$ cat src/rtl/tas_pkg.sv
// ----------------------------------------------------------------------------
// tas_pkg
// Shared constants, types and helpers of the triangle affine solver.
// ----------------------------------------------------------------------------
package tas_pkg;

  // coefficient format, signed q24.24
  localparam int COEF_W     = 48;
  localparam int LIN_SHIFT  = 24;
  localparam int TR_SHIFT   = 8;

  // 0.00001 at scale 2^-32
  localparam int EPS_RAW    = 42950;

  // multiplier operand chunk
  localparam int MUL_CHUNK  = 16;

  // divider pipeline: abs, range check, one stage per bit, round and saturate
  localparam int DIV_LAT    = COEF_W + 3;

  // queue between front and back
  localparam int QDEPTH     = 4;

  // register index, taken from paddr[2]
  localparam logic CFG_IDX_SEGMENT_MODE = 1'b0;

  typedef struct packed {
    logic full;
    logic empty;
  } q_stat_t;

  function automatic int mul_lat(input int bw);
    return (bw + MUL_CHUNK - 1) / MUL_CHUNK + 2;
  endfunction

endpackage

$ cat src/rtl/tas_fifo.sv
// ----------------------------------------------------------------------------
// tas_fifo
// Short register queue between the front and the back.
// ----------------------------------------------------------------------------
module tas_fifo #(
  parameter int WIDTH = 408
) (
  input  logic               clk,
  input  logic               rst,
  input  logic               push,
  input  logic [WIDTH-1:0]   wdata,
  input  logic               pop,
  output logic [WIDTH-1:0]   rdata,
  output tas_pkg::q_stat_t   stat
);

  localparam int DEPTH = tas_pkg::QDEPTH;
  localparam int AW    = $clog2(DEPTH);
  localparam int CNTW  = $clog2(DEPTH + 1);

  logic [WIDTH-1:0] mem [DEPTH];
  logic [AW-1:0]    wr_ptr;
  logic [AW-1:0]    rd_ptr;
  logic [CNTW-1:0]  count;

  always_ff @(posedge clk) begin
    if (rst) begin
      wr_ptr <= '0;
      rd_ptr <= '0;
      count  <= '0;
    end else begin
      if (push) begin
        wr_ptr <= wr_ptr + AW'(1);
      end
      if (pop) begin
        rd_ptr <= rd_ptr + AW'(1);
      end
      count <= count + CNTW'(push) - CNTW'(pop);
    end
  end

  always_ff @(posedge clk) begin
    if (push) begin
      mem[wr_ptr] <= wdata;
    end
  end

  assign rdata      = mem[rd_ptr];
  assign stat.full  = count == CNTW'(DEPTH);
  assign stat.empty = count == '0;

  a_push_not_full: assert property (@(posedge clk) disable iff (rst)
    push |-> !stat.full) else $error("push into full queue");

  a_pop_not_empty: assert property (@(posedge clk) disable iff (rst)
    pop |-> !stat.empty) else $error("pop from empty queue");

  a_count_track: assert property (@(posedge clk) disable iff (rst)
    !$past(rst) |-> count == $past(count) + CNTW'($past(push)) - CNTW'($past(pop)))
    else $error("queue fill count out of step");

endmodule

$ cat config.mk
export PLATFORM = sky130hd
export DESIGN_NAME = tas_fifo
export DESIGN_NICKNAME = d
export VERILOG_FILES = /design/src/rtl/tas_pkg.sv /design/src/rtl/tas_fifo.sv
export SDC_FILE = /design/constraint.sdc
export NUM_CORES = 1
export LEC_CHECK = 0
export ABC_AREA = 1
export ABC_CLOCK_PERIOD_IN_PS = 22900
export BUFFER_PORTS_ARGS = -buffer_cell sky130_fd_sc_hd__clkbuf_2
export CELL_PAD_IN_SITES_DETAIL_PLACEMENT = 0
export CELL_PAD_IN_SITES_GLOBAL_PLACEMENT = 1
export CORE_MARGIN = 3
export CORE_UTILIZATION = 46
export CTS_CLUSTER_SIZE = 12
export DETAILED_ROUTE_END_ITERATION = 8
export GPL_TIMING_DRIVEN = 0
export PLACE_DENSITY_LB_ADDON = 0.1
export SLEW_MARGIN = 20
export SYNTH_ARGS = -nofsm -noshare
export SYNTH_HDL_FRONTEND = slang
export SYNTH_SLANG_ARGS = --single-unit
$ cat constraint.sdc
create_clock -name clk -period 22.9 [get_ports clk]
set_input_delay 1.145 -clock clk [delete_from_list [all_inputs] [get_ports clk]]
set_output_delay 1.145 -clock clk [all_outputs]
set_load 0.01 [all_outputs]
==> results.cfg <==
[status]
outcome = completed

[floorplan]
die_w_um = 379
core_area_um2 = 138000
dieArea_um2 = 144000
ioPinCount = 822
row_count = 136
initial_core_util = 0.465
dieHeight_um = 379

[routing]
wire_per_inst_um = 22.6
avgViaCountPerCell = 5.06
wirelength_um = 177000
vias = 39800
final_antenna_net_count = 0
first_pass_iters = 5
drt_iter0_drc = 2618
drc = 0

[clocking]
root_buffer = clkbuf_16
cts_hold_buf = 0
htree_num_levels = 4
cts_sinks = 1641
numCtsBuffers = 172
cts_tree = done
clk_path_buf_depth = 3
clock_latency_ns = 0.77
path_clk_slew_ns = 0.06
cts_resized = 0
cts_setup_buffers = 0

[sta]
setup_viol = 0
slew_headroom = 0.307
hold_viol_final = 0
min_period_over_period = 0.182
clock_skew_ns = 0.0179
rsz0062_at_grt = no
worst_slew_pin_slew_ns = 1.04
timing.setup.tns_ns = 0
period_minus_slack_ns = 4.16
clock.fmax_mhz = 240
slew_viol_final = 0

[layout]
final_nets = 6250
areaGrowthSynthToFinish_pct = 18.9
drive_gt1_frac = 0.218

[place]
place.gp.congestion = 0.782
portBuffers = 821
dp_hpwl_um = 117000

[logic_synthesis]
seq_area_frac_synth = 0.767
yosysMostFrequentCell = edfxtp_1
ys_async_sr_fraction = 0
synth_nets = 5235
syn_area_um2 = 64200
avgSynthCellArea_um2 = 13.3
synthTopCellsByCount = edfxtp_1 (1632), inv_1 (832), nand2_1 (824)
ys_top_cells_by_area = edfxtp_1 (76%), inv_1 (4.9%), nand2_1 (4.8%)
synthFlopType = edfxtp_1
ys_ff_latch = 1641
synth_cell_type_count = 16
ys_warn_count = 0
synth_top_cell_area_share = 0.764
synth_top_area_cell = edfxtp_1
netlist_instances = 4816
synth_edf_count = 1632

[pwr]
p_per_area_nw_per_um2 = 87.6
p_total_mw = 6.68
ir_drop_uv = 65.7
power.leakage_nw = 30.2

[worst_setup_path]
worstPathRequired_ns = 21.76
ff2ff_path_depth = 7
crit_type = flop to primary output
rr_startpoint = wr_ptr[1]$_SDFFE_PP0P_
path_cells = buf_2 > clkbuf_1 > buf_2 > a21oi_1 > o21ai_0 > nand2_1 > clkbuf_2
rrSetupSlack_ns = 20.02
max_stage_delay_ns = 0.80
r2r_end = mem[1][164]$_DFFE_PP_
cp-start-kind = flop
crit_fanout = 10
cp_common_cell = buf_2
cp-end-kind = primary output
slowest_stage = clkbuf_1
arrival_ns = 3.02

[grt]
grt_use_total = 0.242
antenna_found_initial = 76
grt_pass1_vias = 37900
grt_pass1_wl_um = 252000
gr-total-overflow = 0
grt_max_degree = 84

[hold_path]
hold_end = rd_ptr[1]$_SDFFE_PP0P_
min_path_cells = 2
hold_path_class = flop to flop
hp-start = rd_ptr[1]$_SDFFE_PP0P_

[run]
drv_cap = 0
==> through the flow <==
step	area [µm²]	setup WS [ns]	hold slack [ns]	util	cells
after floorplan	64200	13.16	0.436	-	4816
after global placement	70600	5.58	0.452	0.512	7500
after detailed placement	71200	19.09	0.466	0.516	7520
after CTS	76200	18.57	0.478	0.552	7814
after global routing	76300	18.55	0.508	0.553	7838
final	76300	18.74	0.480	0.553	7859
==> worst max path at each step <==
stage,cells after the start,end,slack (ns)
detailed placement,6,mem[1][164]$_DFFE_PP_,19.09
global placement,3,mem[2][164]$_DFFE_PP_,5.58
finish,7,rdata[77],18.74
floorplan,2,mem[0][0]$_DFFE_PP_,13.16
CTS,7,rdata[77],18.57
global route,7,rdata[77],18.55
==> worst max-delay path, delay by kind of cell (launching register included) <==
| family | cells | cell delay, ns |
|---|---|---|
| buffers and inverters | 4 | 1.65 |
| AOI/OAI and AO/OA | 2 | 0.15 |
| DFF | 1 | 0.30 |
| and+or+nand+nor | 1 | 0.14 |
==> cell type report <==
| cell class | instances | area (µm²) |
|---|---|---|
| fill | 11500 | 61700 |
| buffer | 272 | 1450 |
| multi-input combinational | 2071 | 10400 |
| antenna | 45 | 113 |
| timing repair buffer | 841 | 4660 |
| sequential | 1641 | 49200 |
| tap | 1863 | 2330 |
| clock buffer | 232 | 4700 |
| inverter | 832 | 3150 |
| clock inverter | 62 | 323 |
==> registers in the layout, indices dropped and copies added, names as in the netlist, named ones only <==
register  flops
mem        1632
wr_ptr        2
rd_ptr        2
count         3
==> power breakdown <==
group          switching [mW]  leakage [nW]  internal [mW]  total [mW]
Sequential             0.0227          15.1           3.44        3.46
Combinational           0.494          12.7          0.208       0.701
Clock                    1.09          2.44           1.44        2.52
==> cells in the final DEF, fill, tap and decap left out <==
cell type | synthesis | routed
a21oi_1 | 414 | 414
buf_16 | 0 | 20
buf_2 | 217 | 217
buf_4 | 33 | 33
buf_6 | 4 | 4
bufinv_16 | 0 | 1
clkbuf_1 | 18 | 69
clkbuf_16 | 0 | 180
clkbuf_2 | 0 | 822
clkinv_1 | 0 | 42
clkinv_2 | 0 | 13
clkinv_8 | 0 | 1
clkinvlp_4 | 0 | 1
dfxtp_1 | 9 | 9
diode_2 | 0 | 45
edfxtp_1 | 1632 | 1632
fa_1 | 1 | 1
ha_1 | 6 | 6
inv_1 | 832 | 828
inv_16 | 0 | 1
inv_6 | 0 | 3
inv_8 | 0 | 4
nand2_1 | 824 | 824
nand3_1 | 1 | 1
nor2_1 | 4 | 4
nor3_1 | 1 | 1
o211ai_1 | 408 | 408
o21ai_0 | 412 | 412
==> metal layers <==
metal / global-route usage / wire (µm) / up-vias
li1: - / - / 19000
met5: 0 / 299 / -
met2: 0.391 / 84700 / 1161
met4: 0.0915 / 6210 / 44
met3: 0.0823 / 16400 / 319
met1: 0.301 / 69800 / 19300
==> cell families (layout without fill, tap and decap cells) <==
| logic type | Yosys count | count (layout) | share of synthesized area |
|---|---|---|---|
| DFF | 1641 | 1641 | 0.767 |
| AOI/OAI and AO/OA | 1234 | 1234 | 0.112 |
| buffers and inverters | 1104 | 2239 | 0.0712 |
| and+or+nand+nor | 830 | 830 | 0.0486 |
| adders and majority gates | 7 | 7 | 0.00148 |
| other | 0 | 45 | 0 |
(Power assumes the default switching activity.)
