**src/rtl/tas_pkg.sv**
```systemverilog
// ----------------------------------------------------------------------------
// tas_pkg
// Shared constants, types and helpers of the triangle affine solver.
// ----------------------------------------------------------------------------
package tas_pkg;

  // coefficient format, signed q24.24
  localparam int COEF_W     = 48;
  localparam int LIN_SHIFT  = 24;
  localparam int TR_SHIFT   = 8;

  // 0.00001 at scale 2^-32
  localparam int EPS_RAW    = 42950;

  // multiplier operand chunk
  localparam int MUL_CHUNK  = 16;

  // divider pipeline: abs, range check, one stage per bit, round and saturate
  localparam int DIV_LAT    = COEF_W + 3;

  // queue between front and back
  localparam int QDEPTH     = 4;

  // register index, taken from paddr[2]
  localparam logic CFG_IDX_SEGMENT_MODE = 1'b0;

  typedef struct packed {
    logic full;
    logic empty;
  } q_stat_t;

  function automatic int mul_lat(input int bw);
    return (bw + MUL_CHUNK - 1) / MUL_CHUNK + 2;
  endfunction

endpackage

```
**src/rtl/tas_front.sv**
```systemverilog
// ----------------------------------------------------------------------------
// tas_front
// Input stage: takes triangle beats, derives the third points in segment
// mode, widens the coordinates and hands them to the queue.
// ----------------------------------------------------------------------------
module tas_front #(
  parameter int W = 32
) (
  input  logic                     clk,
  input  logic                     rst,
  input  logic                     segment_mode,
  input  logic                     in_valid,
  output logic                     in_ready,
  input  logic signed [W-1:0]      src_x0,
  input  logic signed [W-1:0]      src_y0,
  input  logic signed [W-1:0]      src_x1,
  input  logic signed [W-1:0]      src_y1,
  input  logic signed [W-1:0]      src_x2,
  input  logic signed [W-1:0]      src_y2,
  input  logic signed [W-1:0]      dst_x0,
  input  logic signed [W-1:0]      dst_y0,
  input  logic signed [W-1:0]      dst_x1,
  input  logic signed [W-1:0]      dst_y1,
  input  logic signed [W-1:0]      dst_x2,
  input  logic signed [W-1:0]      dst_y2,
  input  tas_pkg::q_stat_t         stat,
  output logic                     push,
  output logic [11:0][W+1:0]       pts
);

  localparam int SW = W + 2;

  logic              f_valid;
  logic [11:0][SW-1:0] pts_next;

  always_comb begin
    pts_next[0]  = SW'(src_x0);
    pts_next[1]  = SW'(src_y0);
    pts_next[2]  = SW'(src_x1);
    pts_next[3]  = SW'(src_y1);
    pts_next[6]  = SW'(dst_x0);
    pts_next[7]  = SW'(dst_y0);
    pts_next[8]  = SW'(dst_x1);
    pts_next[9]  = SW'(dst_y1);
    if (segment_mode) begin
      // p2 = p0 + rot90(p1 - p0), kept at full width
      pts_next[4]  = SW'(src_x0) - SW'(src_y1) + SW'(src_y0);
      pts_next[5]  = SW'(src_y0) + SW'(src_x1) - SW'(src_x0);
      pts_next[10] = SW'(dst_x0) - SW'(dst_y1) + SW'(dst_y0);
      pts_next[11] = SW'(dst_y0) + SW'(dst_x1) - SW'(dst_x0);
    end else begin
      pts_next[4]  = SW'(src_x2);
      pts_next[5]  = SW'(src_y2);
      pts_next[10] = SW'(dst_x2);
      pts_next[11] = SW'(dst_y2);
    end
  end

  assign in_ready = !f_valid || !stat.full;
  assign push     = f_valid && !stat.full;

  always_ff @(posedge clk) begin
    if (rst) begin
      f_valid <= 1'b0;
    end else if (in_valid && in_ready) begin
      f_valid <= 1'b1;
    end else if (push) begin
      f_valid <= 1'b0;
    end
  end

  always_ff @(posedge clk) begin
    if (in_valid && in_ready) begin
      pts <= pts_next;
    end
  end

endmodule

```
**config.mk**
```make
export PLATFORM = sky130hd
export DESIGN_NAME = tas_front
export DESIGN_NICKNAME = d
export VERILOG_FILES = /design/src/rtl/tas_pkg.sv /design/src/rtl/tas_front.sv
export SDC_FILE = /design/constraint.sdc
export NUM_CORES = 1
export LEC_CHECK = 0
export ABC_AREA = 1
export BUFFER_PORTS_ARGS = -buffer_cell sky130_fd_sc_hd__buf_2
export CAP_MARGIN = 0
export CORE_AREA = 2 2 312 314
export CTS_BUF_LIST = sky130_fd_sc_hd__clkbuf_8
export DETAILED_ROUTE_END_ITERATION = 10
export DIE_AREA = 0 0 314 316
export SYNTH_ARGS = -nofsm -noshare
export SYNTH_HDL_FRONTEND = slang
export SYNTH_SLANG_ARGS = --single-unit
```
**constraint.sdc**
```tcl
create_clock -name clk -period 65.7 [get_ports clk]
set_input_delay 13.14 -clock clk [delete_from_list [all_inputs] [get_ports clk]]
set_output_delay 13.14 -clock clk [all_outputs]
set_load 0.01 [all_outputs]
```
==> results.txt <==
GRT Residual Overflow = 0
CP max stage cell = buf_2
HPWL after DPL = 85.7 mm
Via count = 23,800
Post-CTS Setup Bufs = 0
Syn avg cell area = 8.45 um^2
Unrepaired setup endpoints after global routing = false
First-pass GRT wire length = 145 mm
Total Wirelength = 101 mm
Crit-path cells = buf_2, nor2_1, buf_2
Clock sinks = 393
Status = finished, final reports clean
Final period utilization = 40.5%
Total Neg Setup Slack = 0 ps
Worst-path clk slew = 50 ps
PortBufs = 798
Synth Instances = 3,169
Hold_buf cts = 0
Netlist cell types = 37
Die H = 316 um
Vias in the first global route = 23,300
Power, Total = 0.861 mW
Final Hold Fails = 0
Initial core utilization = 27.9%
VDD IR-drop max = 0.0000174 V
Max Clk Rate = 37.5 MHz
FILL cells = 10,100
P&R area growth vs syn = 25.4%
Routability cong. = 0.979
Mapped Nets = 3,823
Die Area = 99,200 um^2
CP max FO = 3
Residual DRC = 0
Leakage = 17.3 nW
Crit path kind = in2out
Pwr dens = 25.7 nW/um^2
Area of the multi-input gates = 11,800 um^2
Count of nets after finishing = 4,658
Max Buffers Root-to-Sink = 3
Tmin final = 26,640 ps
Critical path capture point type = output pin
Max_cap viols = 0
Drt pass-1 iters = 7
Final antenna-violating net count = 0
CORE AREA = 96,000 um^2
Crit-path most repeated cell = buf_2
Total CTS buffers = 71
Layout Skew = 24.8 ps
Seq/Total Area, Yosys = 44.0%
Reg area = 11,800 um^2
I/O Pins = 800
Htree depth = 3
Max Slew Vio Count = 0
Largest net degree at the start of global routing = 78
Flop pwr share = 35.9%
Synth Register Bits = 393
Logic pwr share = 37.8%
Initial antenna violation count = 22
Worst Hold Class = reg2reg
Post-CTS Resized = 0
Worst Tran Pin Value = 982 ps
Root Buffer = clkbuf_8
Rows = 114
Crit path required time = 52,560 ps
Share of post-route cells with drive strength above 1 = 23.7%
Post-Syn Area = 26,800 um^2
Sw Share = 38.9%
Gr usage total = 19.8%
Die Wd = 314 um
Psw = 0.336 mW
DR iter-0 viols = 1,637
CP arrival = 13,500 ps
CTS tree = done
Power Internal = 0.526 mW
Clock Latency Late Sink = 700 ps
Crit-path max cell delay = 130 ps
Setup crit start kind = input pin
Ys Warns = 0
Headroom to the max-slew limit = 34.5%
Wire length per cell = 19.0 um
Final Setup Violations = 0
Vias per cell = 4.46
Clk pwr share = 26.2%
## kinds of logic (layout without fill, tap and decap cells)
| family | after synthesis | in the layout | synth area share [%] |
|---|---|---|---|
| AND/OR/NAND/NOR | 1320 | 1320 | 20.3 |
| buffers and inverters | 830 | 1711 | 11.9 |
| flip-flops | 393 | 393 | 44.0 |
| AO/OA/AOI/OAI | 312 | 312 | 6.16 |
| adder cells (fa/ha/maj) | 264 | 264 | 15.9 |
| XOR/XNOR | 50 | 50 | 1.64 |
| other | 0 | 10 | 0 |
## critical path: cells and delay by family
kind | cells | cell delay [ps]
buf+inv | 2 | 260
simple gates | 1 | 100
## cell usage after synthesis (all sizes together)
| library cell | instances | share of area [%] |
|---|---|---|
| nor2 | 215 | 3.1 |
| clkbuf | 10 | 0.14 |
| xnor2 | 47 | 1.5 |
| o31ai | 1 | 0.028 |
| or2 | 11 | 0.26 |
| nand3b | 9 | 0.25 |
| edfxtp | 392 | 44 |
| inv | 783 | 11 |
| o21a | 3 | 0.084 |
| ha | 136 | 6.4 |
| a21boi | 2 | 0.056 |
| nand2 | 864 | 12 |
| o21ai | 145 | 2.8 |
| nand4 | 25 | 0.58 |
| buf | 35 | 0.78 |
| a31oi | 2 | 0.047 |
| fa | 128 | 9.6 |
| xor2 | 3 | 0.098 |
| nor3 | 41 | 0.80 |
| dfxtp | 1 | 0.075 |
| a21oi | 146 | 2.8 |
| nand3 | 155 | 3.0 |
| o21bai | 13 | 0.36 |
| clkinv | 2 | 0.028 |
## placed cells by master, fill, tap and decap left out, types with 3 or more instances in the layout
cell,count
nand2_2,23
inv_6,5
xnor2_1,47
clkinvlp_4,3
buf_4,10
o21ai_1,26
buf_2,797
nand3b_1,9
nand2_1,841
a21oi_2,4
edfxtp_1,392
clkinv_2,8
bufinv_16,3
nor2_1,206
clkinv_1,10
o21ai_2,6
or2_1,8
clkbuf_8,72
diode_2,10
a21oi_1,141
o21a_1,3
fa_1,128
nor3_1,39
nand3_2,5
ha_1,136
o21ai_0,113
inv_2,7
xor2_1,3
nand4_1,25
nor2_2,9
clkinv_8,3
nand3_1,150
o21bai_1,13
inv_1,792
## area by class of cell
type / instances / area share, %
antenna: 10 / 0.0746
clock buffer: 72 / 2.95
multi-input combinational: 1946 / 35.2
sequential: 393 / 35.1
inverter: 785 / 8.79
timing repair buffer: 807 / 12.1
tap: 1276 / 4.76
clock inverter: 47 / 1.02
## per-stage QoR
stage / instance area [um^2] / util [%] / hold slack [ps] / std cells / worst slack (ps)
floorplan: 26800 / - / 528 / 3169 / 32470
global placement: 32200 / 33.5 / 519 / 5207 / 39070
detailed placement: 32200 / 33.5 / 525 / 5207 / 39070
CTS: 33500 / 34.9 / 535 / 5326 / 39060
global route: 33600 / 35.0 / 583 / 5335 / 39030
finish: 33600 / 35.0 / 526 / 5336 / 39060
## state kept, by name, summed over array words and instances, names as in the netlist
register / cells
pts: 392
f_valid: 1
## metal layers
layer  GRT usage, %  vias up  share of wire (%)
li1               -    11600                  -
met1           23.9    11000                 40
met2           34.4     1027                 48
met3           4.85      167                7.9
met4           7.04        6                3.3
met5              0        -              0.036
## power by group through the flow
stage,registers (mW),clock network [mW],logic (mW)
floorplan,0.337,0,0.185
detailed placement,0.315,0,0.325
global placement,0.314,0,0.323
CTS,0.310,0.235,0.326
finish,0.310,0.226,0.326
global route,0.312,0.244,0.362
## final timing paths
kind / startpoint / endpoint / slack, ps / cells past startpoint
worst max-delay path: stat[1] / push / 39060 / 3
worst min-delay path: f_valid$_SDFFE_PP0P_ / f_valid$_SDFFE_PP0P_ / 530 / 2
worst max register to register: f_valid$_SDFFE_PP0P_ / pts[253]$_DFFE_PP_ / 61650 / 5
worst min register to register: f_valid$_SDFFE_PP0P_ / f_valid$_SDFFE_PP0P_ / 530 / 2
Power figures use the tool's default switching activity.
